[config.mk]
export PLATFORM = sky130hd
export DESIGN_NAME = thread_priority_queue
export DESIGN_NICKNAME = d
export VERILOG_FILES = /design/src/tpq_pkg.sv /design/src/thread_priority_queue.sv /design/src/tpq_cell.sv
export VERILOG_INCLUDE_DIRS = /design/src /design/src/src
export SDC_FILE = /design/constraint.sdc
export NUM_CORES = 1
export LEC_CHECK = 0
export ABC_AREA = 1
export CORE_ASPECT_RATIO = 1.1
export CORE_MARGIN = 3
export CORE_UTILIZATION = 30
export DETAILED_ROUTE_END_ITERATION = 8
export DONT_BUFFER_PORTS = 1
export SLEW_MARGIN = 20
export SYNTH_ARGS = -nofsm -noshare
export SYNTH_HDL_FRONTEND = slang
export SYNTH_HIERARCHICAL = 1
export SYNTH_SLANG_ARGS = --single-unit
[constraint.sdc]
create_clock -name clk -period 4.4 [get_ports clk]
set_clock_uncertainty 0.05 [all_clocks]
set_input_delay 0.22 -clock clk [delete_from_list [all_inputs] [get_ports clk]]
set_output_delay 0.22 -clock clk [all_outputs]
set_load 0.02 [all_outputs]
[src/thread_priority_queue_assert.svh]
// Assertion macros used by the thread priority queue top level.
`ifndef THREAD_PRIORITY_QUEUE_ASSERT_SVH
`define THREAD_PRIORITY_QUEUE_ASSERT_SVH

// Same-cycle implication, disabled during reset.
`define TPQ_ASSERT_NOW(label, ante, cons, msg) \
    label: assert property (@(posedge clk) disable iff (!rst_n) (ante) |-> (cons)) \
        else $error(msg);

// Next-cycle implication, disabled during reset.
`define TPQ_ASSERT_NEXT(label, ante, cons, msg) \
    label: assert property (@(posedge clk) disable iff (!rst_n) (ante) |=> (cons)) \
        else $error(msg);

`endif

[src/tpq_pkg.sv]
// Package with types and constants of the thread priority queue.
package tpq_pkg;

    localparam int QUEUE_DEPTH_DEF   = 16;
    localparam int PRIORITY_BITS_DEF = 8;
    localparam int ID_W              = 4;
    localparam int PRIO_FIELD_W      = 8;
    localparam int OCC_W             = 5;
    localparam int S_TDATA_W         = 16;
    localparam int M_TDATA_W         = 24;

    typedef logic [ID_W-1:0] tpq_id_t;

    typedef enum logic [1:0] {
        ACT_INSERT  = 2'd0,
        ACT_DEQUEUE = 2'd1,
        ACT_REMOVE  = 2'd2,
        ACT_FIND    = 2'd3
    } tpq_action_t;

    typedef enum logic [1:0] {
        ST_OK       = 2'd0,
        ST_FULL     = 2'd1,
        ST_EMPTY    = 2'd2,
        ST_NOTFOUND = 2'd3
    } tpq_status_t;

    // Per-cycle command broadcast to every cell of the chain
    typedef struct packed {
        logic    do_insert;
        logic    do_dequeue;
        logic    do_remove;
    } tpq_ctl_t;

endpackage

[src/thread_priority_queue.sv]
// Top level of the thread priority queue: command decode, cell chain and result register.
//
// Usage: one command word enters on s_axis (action, thread id, priority) and
// exactly one result word leaves on m_axis (status, id, priority, occupancy).
// The queue is a chain of QUEUE_DEPTH cells, front entry in cell 0, kept
// sorted by ascending priority; equal priorities keep arrival order.
// Every cell compares itself with the request in parallel and shifts toward
// or away from its neighbor, so the whole chain applies each command at once.
// Latency: the result word is registered and valid the cycle after the command is accepted.
// Throughput: one command per cycle while m_axis_tready is high; the chain update
// and the single output register set that figure.
// Stall: while a result waits in the output register and m_axis_tready is
// low, s_axis_tready is low; a new word is taken in the cycle the result
// leaves.
// Reset: rst_n clears every cell's valid bit and the count, so the queue
// starts empty and no result is pending. No clearing pass is needed.
`include "thread_priority_queue_assert.svh"

module thread_priority_queue
    import tpq_pkg::*;
#(
    parameter int QUEUE_DEPTH   = QUEUE_DEPTH_DEF,
    parameter int PRIORITY_BITS = PRIORITY_BITS_DEF
)
(
    input  logic                 clk,
    input  logic                 rst_n,
    input  logic                 s_axis_tvalid,
    output logic                 s_axis_tready,
    // [1:0] action, [5:2] thread_id, [13:6] priority_req, [15:14] zero
    input  logic [S_TDATA_W-1:0] s_axis_tdata,
    output logic                 m_axis_tvalid,
    input  logic                 m_axis_tready,
    // [1:0] status, [5:2] out_thread_id, [13:6] out_priority, [18:14] occupancy,
    // [23:19] zero
    output logic [M_TDATA_W-1:0] m_axis_tdata
);

    localparam int CNT_W = $clog2(QUEUE_DEPTH + 1);

    logic                     in_acc;
    tpq_action_t              action;
    tpq_id_t                  req_id;
    logic [PRIORITY_BITS-1:0] req_prio;
    tpq_ctl_t                 ctl;

    logic [QUEUE_DEPTH-1:0]   cell_valid;
    tpq_id_t                  cell_thread [QUEUE_DEPTH];
    logic [PRIORITY_BITS-1:0] cell_prio   [QUEUE_DEPTH];
    logic [QUEUE_DEPTH-1:0]   cell_greater;
    tpq_id_t                  cell_sel_thread [QUEUE_DEPTH];
    logic [PRIORITY_BITS-1:0] cell_sel_prio   [QUEUE_DEPTH];
    logic [QUEUE_DEPTH:0]     hit_chain;

    logic                     full;
    logic                     empty;
    logic                     found;
    tpq_id_t                  found_thread;
    logic [PRIORITY_BITS-1:0] found_prio;

    tpq_status_t              res_status;
    tpq_id_t                  res_thread;
    logic [PRIORITY_BITS-1:0] res_prio;
    logic [CNT_W-1:0]         count_next;

    logic                     out_valid_reg;
    logic                     out_valid_next;
    tpq_status_t              out_status_reg;
    tpq_id_t                  out_thread_reg;
    logic [PRIO_FIELD_W-1:0]  out_prio_reg;
    logic [OCC_W-1:0]         out_occ_reg;
    logic [CNT_W-1:0]         count_reg;

    // Unpack the command word
    assign in_acc   = s_axis_tvalid && s_axis_tready;
    assign action   = tpq_action_t'(s_axis_tdata[1:0]);
    assign req_id   = s_axis_tdata[5:2];
    assign req_prio = PRIORITY_BITS'(s_axis_tdata[13:6]);

    // Queue status from the ends of the chain
    assign full  = cell_valid[QUEUE_DEPTH-1];
    assign empty = !cell_valid[0];
    assign found = hit_chain[QUEUE_DEPTH];

    // Broadcast the command to all cells
    always_comb
    begin
        ctl.do_insert  = in_acc && (action == ACT_INSERT) && !full;
        ctl.do_dequeue = in_acc && (action == ACT_DEQUEUE) && !empty;
        ctl.do_remove  = in_acc && (action == ACT_REMOVE) && found;
    end

    assign hit_chain[0] = 1'b0;

    // Build the chain of cells
    genvar gi;
    generate
        for (gi = 0; gi < QUEUE_DEPTH; gi++)
        begin : g_cell
            logic                     p_valid;
            tpq_id_t                  p_thread;
            logic [PRIORITY_BITS-1:0] p_prio;
            logic                     p_greater;
            logic                     n_valid;
            tpq_id_t                  n_thread;
            logic [PRIORITY_BITS-1:0] n_prio;

            if (gi == 0)
            begin : g_front
                assign p_valid   = 1'b0;
                assign p_thread  = '0;
                assign p_prio    = '0;
                assign p_greater = 1'b0;
            end
            else
            begin : g_mid_prev
                assign p_valid   = cell_valid[gi-1];
                assign p_thread  = cell_thread[gi-1];
                assign p_prio    = cell_prio[gi-1];
                assign p_greater = cell_greater[gi-1];
            end

            if (gi == QUEUE_DEPTH - 1)
            begin : g_back
                assign n_valid  = 1'b0;
                assign n_thread = '0;
                assign n_prio   = '0;
            end
            else
            begin : g_mid_next
                assign n_valid  = cell_valid[gi+1];
                assign n_thread = cell_thread[gi+1];
                assign n_prio   = cell_prio[gi+1];
            end

            tpq_cell #(
                .PRIORITY_BITS (PRIORITY_BITS)
            ) u_cell (
                .clk            (clk),
                .rst_n          (rst_n),
                .ctl            (ctl),
                .req_thread     (req_id),
                .new_prio       (req_prio),
                .prev_valid     (p_valid),
                .prev_thread    (p_thread),
                .prev_prio      (p_prio),
                .prev_greater   (p_greater),
                .next_valid     (n_valid),
                .next_thread    (n_thread),
                .next_prio      (n_prio),
                .hit_before_in  (hit_chain[gi]),
                .valid          (cell_valid[gi]),
                .thread         (cell_thread[gi]),
                .prio           (cell_prio[gi]),
                .greater        (cell_greater[gi]),
                .hit_before_out (hit_chain[gi+1]),
                .sel_thread     (cell_sel_thread[gi]),
                .sel_prio       (cell_sel_prio[gi])
            );
        end
    endgenerate

    // Merge the first-match entry; all other cells drive zero
    always_comb
    begin
        found_thread = '0;
        found_prio   = '0;
        for (int i = 0; i < QUEUE_DEPTH; i++)
        begin
            found_thread = found_thread | cell_sel_thread[i];
            found_prio   = found_prio | cell_sel_prio[i];
        end
    end

    // Form the result and the new count
    always_comb
    begin
        res_status = ST_OK;
        res_thread = '0;
        res_prio   = '0;
        count_next = count_reg;
        case (action)
            ACT_INSERT:
            begin
                if (full)
                begin
                    res_status = ST_FULL;
                end
                else
                begin
                    count_next = count_reg + CNT_W'(1);
                end
            end
            ACT_DEQUEUE:
            begin
                if (empty)
                begin
                    res_status = ST_EMPTY;
                end
                else
                begin
                    res_thread = cell_thread[0];
                    res_prio   = cell_prio[0];
                    count_next = count_reg - CNT_W'(1);
                end
            end
            ACT_REMOVE:
            begin
                if (!found)
                begin
                    res_status = ST_NOTFOUND;
                end
                else
                begin
                    count_next = count_reg - CNT_W'(1);
                end
            end
            ACT_FIND:
            begin
                if (!found)
                begin
                    res_status = ST_NOTFOUND;
                end
                else
                begin
                    res_thread = found_thread;
                    res_prio   = found_prio;
                end
            end
            default:
            begin
                res_status = ST_OK;
            end
        endcase
    end

    // Take a word while the output register is empty or draining
    assign s_axis_tready = !out_valid_reg || m_axis_tready;

    always_comb
    begin
        out_valid_next = out_valid_reg;
        if (in_acc)
        begin
            out_valid_next = 1'b1;
        end
        else if (m_axis_tready)
        begin
            out_valid_next = 1'b0;
        end
    end

    // Hold control state under reset
    always_ff @(posedge clk or negedge rst_n)
    begin
        if (!rst_n)
        begin
            out_valid_reg <= 1'b0;
            count_reg     <= '0;
        end
        else
        begin
            out_valid_reg <= out_valid_next;
            if (in_acc)
            begin
                count_reg <= count_next;
            end
        end
    end

    // Capture the result word
    always_ff @(posedge clk)
    begin
        if (in_acc)
        begin
            out_status_reg <= res_status;
            out_thread_reg <= res_thread;
            out_prio_reg   <= PRIO_FIELD_W'(res_prio);
            out_occ_reg    <= OCC_W'(count_next);
        end
    end

    assign m_axis_tvalid = out_valid_reg;
    assign m_axis_tdata  = {5'b0, out_occ_reg, out_prio_reg, out_thread_reg, out_status_reg};

    // Checks on the chain and result path
    `TPQ_ASSERT_NOW(a_count_matches_cells, 1'b1,
        $countones(cell_valid) == count_reg,
        "count register disagrees with valid cells")
    `TPQ_ASSERT_NOW(a_cells_contiguous, 1'b1,
        (cell_valid & QUEUE_DEPTH'(cell_valid + 1'b1)) == '0,
        "valid cells do not form one run from the front")
    `TPQ_ASSERT_NEXT(a_full_insert_status, in_acc && (action == ACT_INSERT) && full,
        out_status_reg == ST_FULL && $stable(count_reg),
        "insert into full queue not rejected")
    `TPQ_ASSERT_NEXT(a_occupancy_tracks, in_acc,
        out_occ_reg == OCC_W'(count_reg),
        "reported occupancy differs from count")

endmodule

[src/tpq_cell.sv]
// One slot of the sorted queue chain: holds an entry and shifts with its neighbors.
module tpq_cell
    import tpq_pkg::*;
#(
    parameter int PRIORITY_BITS = PRIORITY_BITS_DEF
)
(
    input  logic                     clk,
    input  logic                     rst_n,
    input  tpq_ctl_t                 ctl,
    input  tpq_id_t                  req_thread,
    input  logic [PRIORITY_BITS-1:0] new_prio,
    input  logic                     prev_valid,
    input  tpq_id_t                  prev_thread,
    input  logic [PRIORITY_BITS-1:0] prev_prio,
    input  logic                     prev_greater,
    input  logic                     next_valid,
    input  tpq_id_t                  next_thread,
    input  logic [PRIORITY_BITS-1:0] next_prio,
    input  logic                     hit_before_in,
    output logic                     valid,
    output tpq_id_t                  thread,
    output logic [PRIORITY_BITS-1:0] prio,
    output logic                     greater,
    output logic                     hit_before_out,
    output tpq_id_t                  sel_thread,
    output logic [PRIORITY_BITS-1:0] sel_prio
);

    logic                     valid_reg;
    logic                     valid_next;
    tpq_id_t                  thread_reg;
    tpq_id_t                  thread_next;
    logic [PRIORITY_BITS-1:0] prio_reg;
    logic [PRIORITY_BITS-1:0] prio_next;
    logic                     hit;
    logic                     first_hit;

    // Compare against the broadcast request
    assign greater        = !valid_reg || (prio_reg > new_prio);
    assign hit            = valid_reg && (thread_reg == req_thread);
    assign hit_before_out = hit_before_in || hit;
    assign first_hit      = hit && !hit_before_in;

    // Report this entry only when it is the first match
    assign sel_thread = first_hit ? thread_reg : '0;
    assign sel_prio   = first_hit ? prio_reg : '0;

    // Pick hold, shift from previous, insert new, or shift from next
    always_comb
    begin
        valid_next  = valid_reg;
        thread_next = thread_reg;
        prio_next   = prio_reg;
        if (ctl.do_insert && greater)
        begin
            if (prev_greater)
            begin
                valid_next  = prev_valid;
                thread_next = prev_thread;
                prio_next   = prev_prio;
            end
            else
            begin
                valid_next  = 1'b1;
                thread_next = req_thread;
                prio_next   = new_prio;
            end
        end
        else if (ctl.do_dequeue || (ctl.do_remove && hit_before_out))
        begin
            valid_next  = next_valid;
            thread_next = next_thread;
            prio_next   = next_prio;
        end
    end

    // Hold valid under reset
    always_ff @(posedge clk or negedge rst_n)
    begin
        if (!rst_n)
        begin
            valid_reg <= 1'b0;
        end
        else
        begin
            valid_reg <= valid_next;
        end
    end

    // Payload needs no reset
    always_ff @(posedge clk)
    begin
        thread_reg <= thread_next;
        prio_reg   <= prio_next;
    end

    assign valid  = valid_reg;
    assign thread = thread_reg;
    assign prio   = prio_reg;

endmodule

== Word level (Yosys, flattened, before mapping) ==
Cells that the tools add are included.
Operators by class
  reductions and logical operators: 169
  order comparisons: 16
  bitwise operators: 30
  div/mod/pow operators: 0
  multiply operators: 0
  $add $sub $neg: 2
  shifts and indexed selects: 0
  multiplexer cells: 189
  eq/ne operators: 19
Operator list (number)
  8-bit 2-to-1 mux: 65
  4-bit 2-to-1 mux: 65
  8-bit greater-than comparator: 16
  8-bit bitwise OR: 15
  1-bit logical AND: 70
  4-bit == test: 16
  4-bit bitwise OR: 15
  1-bit 2-to-1 mux: 50
  1-bit logical OR: 48
  2-bit nonzero test: 17
  1-bit zero test: 32
  8-bit one-hot mux with 2 select lines: 1
  5-bit 2-to-1 mux: 3
  5-bit one-hot mux with 3 select lines: 1
  4-bit one-hot mux with 2 select lines: 1
  2-bit one-hot mux with 3 select lines: 1
  5-bit by 1-bit adder with 5-bit output (second input constant): 1
  5-bit by 1-bit subtractor with 5-bit output (second input constant): 1
  2-bit == test (second input constant): 2
  2-bit 2-to-1 mux: 2
  2-bit by 1-bit == test with 1-bit output (second input constant): 1
  2-bit zero test: 1
  2-bit OR reduction: 1
Storage, ports and cells
  register bits: 233
  output and inout bits: 26
  RAM bits: 0
  bits in latches: 0
  bits in read-only memories: 0
  memories: 0

== Logic depth before layout (Yosys ltp) ==
  depth after elaboration: 22
  depth in mapped cells: 45
  gate-level depth less buffers: 45

== Hierarchy ==
The synthesis kept the hierarchy.
Modules (own cells, without submodules)
  tpq_cell: area an instance 1119.8 um^2, cells each 169, instances 16, seq. area each 385.4 um^2
  thread_priority_queue: area an instance 1914.3 um^2, cells each 288, instances 1, seq. area each 720.7 um^2

== Worst setup path before layout ==
OpenSTA, ideal clock, no wires.
  path kind: flip-flop to flip-flop
  start: reg out_valid_reg, in the netlist m_axis_tvalid
  end: reg g_cell[0].u_cell.prio_reg[0], enable pin
  path buffers: 1
  arrival: 4.054 ns
  slack: -0.054 ns
  stages on the path, launching flop included: 7
  clock period less this slack: 4.454 ns
  data required time: 4.000 ns
  setup time: 0.350 ns
  cells stage by stage: dfrtp_1 nand2_1 nand2_1 nor2_1 nand2_4 buf_8 nand2_1
RTL lines
  start: declaration: RTL line thread_priority_queue.sv:66  | logic out_valid_reg;
  start signal: assignment: RTL line thread_priority_queue.sv:263  | out_valid_reg <= out_valid_next;
  end signal: assignment: RTL line tpq_cell.sv:95  | prio_reg <= prio_next;
  end: declaration: RTL line tpq_cell.sv:34  | logic [PRIORITY_BITS-1:0] prio_reg;

==> out/qor.csv <==
stage,metric,value,unit
route,drt_iter0_drc,1428,
setup_path,worst_setup_sp_type,flip-flop,
cells_and_area,largest_register_ff_count,128,
route,wl,67800,um
cts,cts.reportedPaths.clkPinSlew,0.06,ns
power,clock_power_share,27.7,%
cells_and_area,syn_to_final_growth,14.0,%
sta,fin_crit,4.05,ns
cts,clk_root_buffer_cell,clkbuf_16,
flow_run,drv_cap,0,
synth,netlist-cell-type-count,32,
sta,worst_slew_pin_slew,1.11,ns
power,worst_ir_drop_vdd,0.285,mV
global_routing,first_pass_grt_wire_length,103000,um
setup_path,crit_path_top_delay_cell,edfxtp_1,
sta,hold_viol_final,0,
setup_path,timing.setup.critical_path_class,reg2reg,
power,pwr-share-seq,37.1,%
cells_and_area,layout.cell_area.non_filler,22600,um2
power,p_per_area,408,nW/um2
placed_design,place_hpwl,46800,um
route,drt_drc_violations_left,0,
setup_path,cp_data_required_time,4.64,ns
sta,setup_tns_after_final_layout,0,ns
route,via_to_cell_ratio,4.72,
synth,yosysTopAreaCell,edfxtp_1,
power,net_switching_share_of_the_total_power,39.4,%
sta,setup_viol,0,
global_routing,pin_count_of_the_biggest_net_entering_global_routing,29,
floorplan,die_y,276,um
setup_path,timing.critical_path.to_type,flip-flop,
cts,worst_skew_pair.late_latency,0.58,ns
cts,tritoncts.num_buffers,29,
worst_hold_path,hp-class,in2reg,
power,combPwrFrac,35.1,%
route,postRouteAntennaNets,0,
status,outcome,finished clean,
global_routing,first_global_vias,17700,
sta,finalMaxSlewViolations,0,
placed_design,portBuffers,0,
synth,synth_seq_cells,233,
synth,synth_area_per_cell,6.63,um2
setup_path,worstPathArrival,4.28,ns
global_routing,grt_util_all_layers,19.2,%
synth,post_synth_instance_area,19800,um2
sta,achievable-frequency,0.247,GHz
floorplan,initial_standard_cell_utilization_of_the_core,30.4,%
sta,layout_worst_path_cycle_share,92.0,%
setup_path,crit_path_frequent_cell,nand2_2,
global_routing,grt.overflow.total,0,
floorplan,coreArea,65200,um2
synth,synth_seq_area_share,34.7,%
cts,clock_tree_from_tritoncts,yes,
global_routing,grt_antenna_before_repair,0,
sta,relSlewSlack,25.9,%
placed_design,placer_s_final_routability_congestion_estimate,0.878,
synth,synthTopCellsByArea,"edfxtp_1 (32%), nand2_1 (22%), inv_1 (9.4%)",
cts,cts_max_level,1,
synth,synthesis.yosys.warnings,6,
power,pint,5.59,mW
power,p_leak,12.1,nW
setup_path,max_incr_delay_on_cp,0.42,ns
synth,yosys.area.top_type_share,31.9,%
floorplan,width_of_the_chip,251,um
power,power.switching,3.63,mW
cts,cts-root-to-sink-buffers,3,
synth,synthesis.instances,2992,
cells_and_area,layout_cell_share_with_drive_strength_beyond_1,7.36,%
placed_design,placed_cell_area,21000,um2
floorplan,io_pins,46,
route,overall_via_count_from_detail_route,18600,
cells_and_area,nets,3212,
floorplan,fp.dieArea,69200,um2
cts,cts_num_sinks,233,
floorplan,std_cell_rows,98,
cells_and_area,n_antenna_cell,0,
setup_path,critical_path_maximum_fanout,6,
route,wl_per_cell,17.2,um
route,drt_pre_antenna_iters,5,
==> layer usage <==
metal	part of all wire, %	up-vias	global-route usage (%)	wire [um]
met5	0	-	0	0
met4	3.5	0	6.86	2390
met3	7.1	117	3.02	4810
met2	48	543	34.1	32800
met1	41	8534	23.6	27800
li1	-	9371	-	-
==> final cells by class <==
cell class	instances	area, um2
Clock inverter	17	210
Multi-Input combinational cell	2173	10600
Fill cell	7068	42600
Tap cell	850	1060
Sequential cell	233	6890
Inverter	528	2020
Clock buffer	36	782
Timing Repair Buffer	97	1070
==> power groups by stage <==
| stage | sequential [mW] | clock, mW | combinational (mW) |
|---|---|---|---|
| floorplan | 3.24 | 0 | 2.37 |
| global placement | 3.47 | 0 | 3.01 |
| detailed placement | 3.46 | 0 | 3.04 |
| CTS | 3.42 | 2.60 | 3.15 |
| global route | 3.47 | 2.69 | 3.70 |
| finish | 3.42 | 2.55 | 3.24 |
==> what timing repair did <==
action / CTS / global route
buffers inserted: 0 / 2
endpoints found under the setup margin: 0 / 231
hold buffers: 42 / 0
gates resized for setup: 0 / 42
hold endpoints to repair: 160 / 0
==> layout by cell type, fill, tap and decap left out, drive strengths merged, types with 38 or more instances in the layout <==
cell type    instances
a21oi               48
buf                 56
clkbuf              39
dlygate4sd3         38
edfxtp             211
ha                 130
inv                528
nand2             1198
nand3               51
nand4               59
nor2               364
o21ai              206
==> critical path, delay by kind of cell (launching register included) <==
kind / cells / cell delay (ns)
simple gates: 25 / 2.09
buf+inv: 18 / 1.19
flops: 1 / 0.42
==> path summary, 6_finish.rpt <==
path | startpoint | end | slack (ns) | cells past startpoint
worst max-delay path | g_cell[0].u_cell/thread[0] | g_cell[5].u_cell/thread[3] | 0.35 | 43
worst min-delay path | s_axis_tdata[12] | g_cell[3].u_cell/prio[6] | 0.02 | 4
worst max register to register | g_cell[0].u_cell/thread[0] | g_cell[5].u_cell/thread[3] | 0.35 | 43
worst min register to register | count_reg[4] | count_reg[4] | 0.47 | 2
max in group asynchronous | rst_n | g_cell[11].u_cell/valid | 4.05 | 2
min in group asynchronous | rst_n | m_axis_tvalid | 0.06 | 2
==> cell families (layout without fill, tap and decap cells) <==
kind of cell	Yosys count	after routing	share of synthesized area [%]
simple gates	1690	1690	34.6
buf+inv	618	678	13.1
compound gates	272	272	7.09
flops	233	233	34.7
fa+ha+maj	130	130	8.20
mux	32	32	1.62
xor+xnor	16	16	0.707
other cells	1	33	0.0189
==> through the flow <==
step                power, mW  utilization (%)  setup WS [ns]  hold WS (ns)  std cells
floorplan                5.60                -          0.271        -0.126       3024
global placement         6.47             32.2         0.0718        -0.124       3834
detailed placement       6.50             32.2         0.0867        -0.124       3834
CTS                      9.17             34.4         0.0197      0.000159       3929
global route             9.85             34.6       -0.00635       0.00964       3934
finish                   9.22             34.6          0.351        0.0195       3934
==> cells in the mapped netlist <==
master,n
conb_1,1
buf_2,19
o21ai_1,1
clkbuf_1,48
ha_1,130
inv_4,16
o211ai_1,1
o21a_1,16
or2_2,1
buf_4,5
clkbuf_2,1
inv_1,499
nor2_1,346
nand3_1,49
nand3b_1,16
mux2i_1,32
a21oi_1,48
nand4_1,59
nand2_1,1159
dfrtp_1,22
nand2_2,22
xnor2_1,16
o21ai_0,205
edfxtp_1,211
nor3_1,1
buf_8,16
nand2_4,17
nor2_2,18
inv_2,13
o31ai_1,1
buf_6,1
nand3_2,2
(Power assumes the default switching activity.)
